<file path="config.mk">
export PLATFORM = sky130hd
export DESIGN_NAME = cbms_sqrt
export DESIGN_NICKNAME = d
export VERILOG_FILES = /design/src/rtl/core/cbms_sqrt.sv
export SDC_FILE = /design/constraint.sdc
export NUM_CORES = 1
export LEC_CHECK = 0
export BUFFER_PORTS_ARGS = -buffer_cell sky130_fd_sc_hd__buf_2
export CORE_MARGIN = 2
export CORE_UTILIZATION = 63
export DETAILED_ROUTE_END_ITERATION = 7
export GPL_TIMING_DRIVEN = 0
export PLACE_DENSITY_LB_ADDON = 0.08
export SYNTH_ARGS = -nofsm -noshare
export SYNTH_HDL_FRONTEND = slang
export SYNTH_SLANG_ARGS = --single-unit
</file>
<file path="constraint.sdc">
create_clock -name clk -period 13.6 [get_ports clk]
set_input_delay 2.04 -clock clk [delete_from_list [all_inputs] [get_ports clk]]
set_output_delay 2.04 -clock clk [all_outputs]
set_load 0.1 [all_outputs]
</file>
<file path="src/rtl/core/cbms_sqrt.sv">
// ----------------------------------------------------------------------------
// cbms_sqrt
// Iterative 64-bit floor square root, one result bit per cycle.
// ----------------------------------------------------------------------------
module cbms_sqrt (
  input  logic        clk,
  input  logic        rst_n,
  input  logic        start,
  input  logic [63:0] radicand,
  output logic        done,
  output logic [31:0] root
);
  logic [63:0] x_r, x_nxt;
  logic [63:0] res_r, res_nxt;
  logic [63:0] one_r, one_nxt;
  logic        busy_r, busy_nxt;
  logic        done_r, done_nxt;

  always_comb begin
    x_nxt    = x_r;
    res_nxt  = res_r;
    one_nxt  = one_r;
    busy_nxt = busy_r;
    done_nxt = 1'b0;
    if (start) begin
      x_nxt    = radicand;
      res_nxt  = '0;
      one_nxt  = 64'h4000_0000_0000_0000;
      busy_nxt = 1'b1;
    end else if (busy_r) begin
      if (x_r >= res_r + one_r) begin
        x_nxt   = x_r - (res_r + one_r);
        res_nxt = (res_r >> 1) + one_r;
      end else begin
        res_nxt = res_r >> 1;
      end
      one_nxt = one_r >> 2;
      if (one_r[0]) begin
        busy_nxt = 1'b0;
        done_nxt = 1'b1;
      end
    end
  end

  always_ff @(posedge clk) begin
    x_r   <= x_nxt;
    res_r <= res_nxt;
    one_r <= one_nxt;
    if (!rst_n) begin
      busy_r <= 1'b0;
      done_r <= 1'b0;
    end else begin
      busy_r <= busy_nxt;
      done_r <= done_nxt;
    end
  end

  assign done = done_r;
  assign root = res_r[31:0];
endmodule

</file>
# Word-level counts from Yosys, hierarchy flattened
# Index checks and enable logic that the tools add are counted.
# op_classes
magnitude_cmp	1
n_mux	8
addsub	3
n_reduce_logical	4
bitwise	2
# op_table
cell	n
$mux W64	4
$add A63 B63 Y64	1
$add A64 B63 Y64	1
$ge A64 B64 Y1	1
$sub A64 B64 Y64	1
$mux W1	4
$reduce_bool A2 Y1	2
$reduce_or A3 Y1	1
$not A1 Y1	2
$reduce_and A2 Y1	1
# word_totals
ff_bits	162
inputBits	67
out_inout_bits	33
elab_cells	23

# Logic depth before layout (Yosys ltp)
# depth
word_depth	5
mapped_depth	25
depth_no_buf	23

# Least setup slack after synthesis
# No wires, ideal clock.
# synth_timing
kind	reg2reg
from	register res_r[2]
to	register x_r[0] (enable)
n_path_buf	3
setup_slack_ns	3.769
period_less_slack_ns	9.831
arrival_ns	9.257
t_required_ns	13.025
stages_incl_launch_ff	22
cell_sequence	dfxtp_1 -> ha_1 -> a31o_2 -> a31oi_1 -> o21bai_1 -> a21boi_2 -> o21ai_1 -> a31oi_2 -> o31ai_2 -> a31o_2 -> or4b_1 -> o2111a_1 -> ha_1 -> clkbuf_1 -> nand4_1 -> nor2_1 -> nand3_1 -> nor4_4 -> nor2_2 -> buf_2 -> clkbuf_1 -> o21ai_0
# synth_between
elab_chain_cells	4
# synth_lines
element	line	rtl
start: declaration	14	logic [63:0] res_r, res_nxt;
start signal: assignment	47	res_r <= res_nxt;
$add A64 B63 Y64	31	if (x_r >= res_r + one_r) begin
$ge A64 B64 Y1	31	
$reduce_bool A2 Y1 (no line)	--	
$reduce_and A2 Y1 (no line)	--	
end signal: assignment	46	x_r <= x_nxt;
end: declaration	13	logic [63:0] x_r, x_nxt;
# Every way passes these cells.
# A chain may end at the register's enable or synchronous reset.

# Worst setup path in the final report
# layout_timing
from	register one_r[0]
to	register x_r[27] (enable)
# layout_between
elab_chain_cells	4
# layout_lines
element	line	rtl
start: declaration	15	logic [63:0] one_r, one_nxt;
start signal: assignment	48	one_r <= one_nxt;
$add A64 B63 Y64	31	
$ge A64 B64 Y1	31	
$reduce_bool A2 Y1 (no line)	--	
$reduce_and A2 Y1 (no line)	--	
# Every way passes these cells.

==> impl_table.tex <==
\begin{tabular}{lr}
\hline
Metric & Value \\
\hline
\multicolumn{2}{l}{\textbf{Clock network}} \\
\quad H-tree levels & 4 \\
\quad Hold buffer count at cts & 0 \\
\quad Root buffer selected by CTS & sky130\_fd\_sc\_hd\_\_clkbuf\_16 \\
\quad Clock slew at the register clock pins of the worst setup and hold paths & 0.08 ns \\
\quad Total CTS buffers & 17 \\
\quad Number of setup buffers added after CTS & 0 \\
\quad Clock sink total & 162 \\
\quad Maximum root-to-sink buffer count & 2 \\
\quad Number of gates given a new drive strength after cts & 0 \\
\quad Later-pin clock latency in the skew report & 0.44 ns \\
\quad TritonCTS clock tree & built \\
\multicolumn{2}{l}{\textbf{STA}} \\
\quad Max Fclk & 121 MHz \\
\quad Final count of pins violating max slew & 0 \\
\quad Crit share post-route & 0.606 \\
\quad RSZ-0062 raised after global routing & false \\
\quad Least-Margin Pin Slew & roughly 1.1 ns \\
\quad Final hold vios & 0 \\
\quad Total setup violations reported at the end of the flow & 0 \\
\quad Clock period minus final worst setup slack & 8.24 ns \\
\quad Max-Slew Margin vs Limit & 0.294 \\
\quad Clk\_skew & 0.0178 ns \\
\multicolumn{2}{l}{\textbf{Yosys}} \\
\quad EDFF count, synth & 64 \\
\quad Flip-flop and latch count after synthesis & 162 \\
\quad Ys flop type & sky130\_fd\_sc\_hd\_\_dfxtp\_1 \\
\quad Synth Area per Inst & 7.72 sq um \\
\quad Number of nets in the synthesized netlist & 2206 \\
\quad Proportion of register bits with asynchronous set or reset after synthesis & 0 \\
\quad Warning count from the yosys run & 0 \\
\quad Post-synthesis cell area & 0.0155 sq mm \\
\quad Sequential fraction of the synthesis area & 0.251 \\
\quad Post-synthesis cell type count & between 70 and 80 \\
\quad Cell count after synthesis & around 2000 \\
\multicolumn{2}{l}{\textbf{GRT}} \\
\quad Global-route wire length before repair & between 80000 and 90000 microns \\
\quad Busiest layer in global routing & met2 \\
\quad Global routing met1 resource utilization & 0.561 \\
\quad Maximum number of pins on one net before global-route repair & 32 \\
\quad GR met2 Demand/Resource & 0.612 \\
\quad Global Route met3 Usage & 0.0692 \\
\quad Number of antenna violations at the first check in global routing & 0 \\
\quad GRT Overall Usage & 0.398 \\
\quad Vias in the first global route & 15200 \\
\quad Grt total ovfl & 0 \\
\multicolumn{2}{l}{\textbf{Die}} \\
\quad Row count & 57 \\
\quad Initial core utilization & 0.639 \\
\quad Area enclosed by the die boundary & $\sim$0.026 sq mm \\
\quad Die extent in x & 161 microns \\
\quad DIE HEIGHT & 161 microns \\
\quad Top-level port count & 100 \\
\quad Core Region & around 0.024 sq mm \\
\multicolumn{2}{l}{\textbf{Final layout}} \\
\quad Leading cell type in the layout, fill and taps excluded & sky130\_fd\_sc\_hd\_\_nand2\_1 \\
\quad Share of layout cells above drive strength 1 & 0.0995 \\
\quad Layout Area Growth over Synthesis & 9.67\% \\
\quad Most frequent cells in the layout & 241 x sky130\_fd\_sc\_hd\_\_nand2\_1, 204 x sky130\_fd\_sc\_hd\_\_nor2\_1, 171 x sky130\_fd\_sc\_hd\_\_o21ai\_0 \\
\quad Final cell count without fillers & 2464 \\
\quad \# nets final & 2325 \\
\quad Antenna diodes & 0 \\
\multicolumn{2}{l}{\textbf{Worst setup path}} \\
\quad Startpoint class of the critical path & flip-flop \\
\quad Arrival time at the worst endpoint & 8.42 ns \\
\quad Capturing element type of the critical path & flip-flop \\
\quad Depth of the worst register-to-register path & 23 \\
\quad Worst Path Class, Setup & flip-flop to flip-flop \\
\quad Register-to-register path setup slack & 5.36 ns \\
\quad Cell with the largest stage delay on the worst path & sky130\_fd\_sc\_hd\_\_a211oi\_1 \\
\quad Worst reg2reg startpoint & one\_r[0] \\
\quad Chain of cells forming the critical path & ha\_1 > ha\_1 > a21o\_1 > a31oi\_1 > o21ai\_1 > a221o\_1 > a21oi\_1 > o21ai\_1 > a211oi\_1 > nor2b\_1 > xnor2\_1 > ha\_1 > and2\_1 > and3\_1 > a21oi\_1 > o2111ai\_1 > nor3\_1 > nor4\_4 > nor2\_2 > buf\_2 > clkbuf\_1 > o21ai\_4 > buf\_12 \\
\quad Delay of the slowest cell on the worst path & roughly 0.71 ns \\
\quad Data required time of the critical path & 13.78 ns \\
\quad Worst-path maximum fanout & 31 \\
\quad FF-to-FF End & x\_r[27] \\
\quad Cell seen most often among critical-path stages & sky130\_fd\_sc\_hd\_\_ha\_1 \\
\multicolumn{2}{l}{\textbf{Drt}} \\
\quad Via-to-Cell Ratio & 6.71 \\
\quad Post-DR wirelength/cell & around 21 microns \\
\quad ANT nets after route & 0 \\
\quad Initial drt markers & 1997 \\
\quad Number of detailed-route iterations in the first pass & 8 \\
\quad Total via count in the routed design & about 17000 \\
\quad Wire length reported by the detailed router & 52700 microns \\
\quad Detailed-route DRC error count & 0 \\
\multicolumn{2}{l}{\textbf{Placement}} \\
\quad Estimated wirelength of the detail-placed design & roughly 40000 microns \\
\quad Number of buffers added on ports & 98 \\
\quad Gp weighted congestion & 0.979 \\
\quad Number of placed cells counting well taps & 2432 \\
\multicolumn{2}{l}{\textbf{Hold path}} \\
\quad Worst Hold Endpoint & res\_r[0] \\
\quad Worst Hold Class & flip-flop to flip-flop \\
\quad Hold path start & res\_r[0] \\
\quad Worst hold path cell count & 2 \\
\multicolumn{2}{l}{\textbf{Run status}} \\
\quad Result of the run & complete, no violations \\
\multicolumn{2}{l}{\textbf{Flow run}} \\
\quad Max-Cap Viols & 0 \\
\multicolumn{2}{l}{\textbf{Power and ir drop}} \\
\quad Total power draw & about 3.1 mW \\
\quad Pleak & 6.67 nW \\
\quad Max rail drop VDD & 0.114 mV \\
\quad Power density over the cells & 183 mW/mm\^{}2 \\
\hline
\end{tabular}
## worst max-delay path by stage
stage / startpoint / to / slack (ns) / cells past startpoint
floorplan: res_r[2] / x_r[0] / 3.77 / 21
global placement: one_r[0] / x_r[21] / -0.66 / 24
detailed placement: one_r[0] / x_r[21] / 5.68 / 23
CTS: one_r[0] / x_r[27] / 5.63 / 23
global route: one_r[0] / x_r[27] / 5.14 / 23
finish: one_r[0] / x_r[27] / 5.36 / 23
## area by class of cell
type                       count  area [sq um]
sequential                   162          3880
timing repair buffer         100           531
buffer                       134           646
tap                          324           405
clock buffer                  17           425
multi-input combinational   1662         10800
fill                        2063          7260
clock inverter                15           125
inverter                      50           188
## power by group
| part | leakage [nW] | switching [mW] | total [mW] | internal (mW) |
|---|---|---|---|---|
| Sequential | 1.44 | 0.0845 | 0.739 | 0.654 |
| Combinational | 4.95 | 1.23 | 1.89 | 0.655 |
| Clock | 0.274 | 0.237 | 0.476 | 0.240 |
| Total | 6.67 | 1.55 | 3.10 | 1.55 |
## cell families (layout without fill, tap and decap cells)
family	after synthesis	count (layout)	synth area share
buf+inv	184	316	0.0538
fa+ha+maj	131	131	0.106
mux	54	54	0.0355
xor+xnor	146	146	0.0825
flops	162	162	0.251
compound gates	665	665	0.274
simple gates	666	666	0.197
## cell usage after synthesis, types with 6 or more instances
| library cell | count | area (sq um) |
|---|---|---|
| sky130_fd_sc_hd__o31ai_1 | 21 | 158 |
| sky130_fd_sc_hd__nor2b_1 | 18 | 113 |
| sky130_fd_sc_hd__a221oi_1 | 12 | 105 |
| sky130_fd_sc_hd__nand4_1 | 38 | 238 |
| sky130_fd_sc_hd__a31o_2 | 13 | 114 |
| sky130_fd_sc_hd__dfxtp_1 | 98 | 1960 |
| sky130_fd_sc_hd__and4_1 | 8 | 70.1 |
| sky130_fd_sc_hd__buf_2 | 15 | 75.1 |
| sky130_fd_sc_hd__mux2_2 | 8 | 90.1 |
| sky130_fd_sc_hd__a21o_1 | 41 | 308 |
| sky130_fd_sc_hd__o21ai_0 | 172 | 861 |
| sky130_fd_sc_hd__or3_1 | 15 | 93.8 |
| sky130_fd_sc_hd__nand3_1 | 35 | 175 |
| sky130_fd_sc_hd__a311oi_1 | 29 | 254 |
| sky130_fd_sc_hd__clkbuf_1 | 79 | 297 |
| sky130_fd_sc_hd__ha_1 | 130 | 1630 |
| sky130_fd_sc_hd__xnor2_1 | 70 | 613 |
| sky130_fd_sc_hd__nand2_1 | 241 | 905 |
| sky130_fd_sc_hd__and2_1 | 13 | 81.3 |
| sky130_fd_sc_hd__buf_1 | 7 | 26.3 |
| sky130_fd_sc_hd__nor4_1 | 6 | 37.5 |
| sky130_fd_sc_hd__and3_1 | 23 | 144 |
| sky130_fd_sc_hd__inv_1 | 50 | 188 |
| sky130_fd_sc_hd__a21oi_1 | 134 | 671 |
| sky130_fd_sc_hd__o21ai_1 | 11 | 55.1 |
| sky130_fd_sc_hd__o21a_1 | 24 | 180 |
| sky130_fd_sc_hd__nor2_1 | 204 | 766 |
| sky130_fd_sc_hd__buf_4 | 33 | 248 |
| sky130_fd_sc_hd__a211oi_1 | 36 | 270 |
| sky130_fd_sc_hd__xor2_1 | 76 | 666 |
| sky130_fd_sc_hd__o21bai_1 | 34 | 255 |
| sky130_fd_sc_hd__nor3_1 | 26 | 130 |
| sky130_fd_sc_hd__edfxtp_1 | 64 | 1920 |
| sky130_fd_sc_hd__a41oi_1 | 6 | 52.6 |
| sky130_fd_sc_hd__a31oi_1 | 61 | 382 |
| sky130_fd_sc_hd__mux2i_1 | 46 | 460 |
| sky130_fd_sc_hd__nand2b_1 | 14 | 87.6 |
| sky130_fd_sc_hd__o211ai_1 | 9 | 67.6 |
| sky130_fd_sc_hd__o22ai_1 | 21 | 131 |
## per-stage QoR
step           setup TNS [ns]  instance area [sq um]  hold slack [ns]   util  setup WS [ns]
2_1_floorplan               0                  15500            0.478      -           3.77
3_3_place_gp           -41.23                  16400            0.517  0.676         -0.656
3_5_place_dp                0                  16400            0.530  0.678           5.68
4_1_cts                     0                  17000            0.541  0.701           5.63
5_1_grt                     0                  17000            0.560  0.701           5.14
6_report                    0                  17000            0.531  0.701           5.36
## routing by layer
layer / up-vias / wire length (microns)
met4: 0 / 1930
met5: - / 0
met3: 161 / 5860
li1: 7641 / -
met1: 7689 / 22100
met2: 1054 / 22800
## worst max-delay path, delay by kind of cell, from the launching register on
family | cells | cell delay (ns)
buffers and inverters | 3 | 1.24
xor gates and xnor gates | 1 | 0.42
DFF | 1 | 0.40
adders and majority gates | 3 | 0.84
AOI/OAI and AO/OA | 10 | 3.71
and+or+nand+nor | 6 | 1.33
## registers in the layout, indices dropped and copies added (netlist names)
name	cells
busy_r	1
x_r	64
done	1
res_r	64
one_r	32
Power figures use the tool's default switching activity.
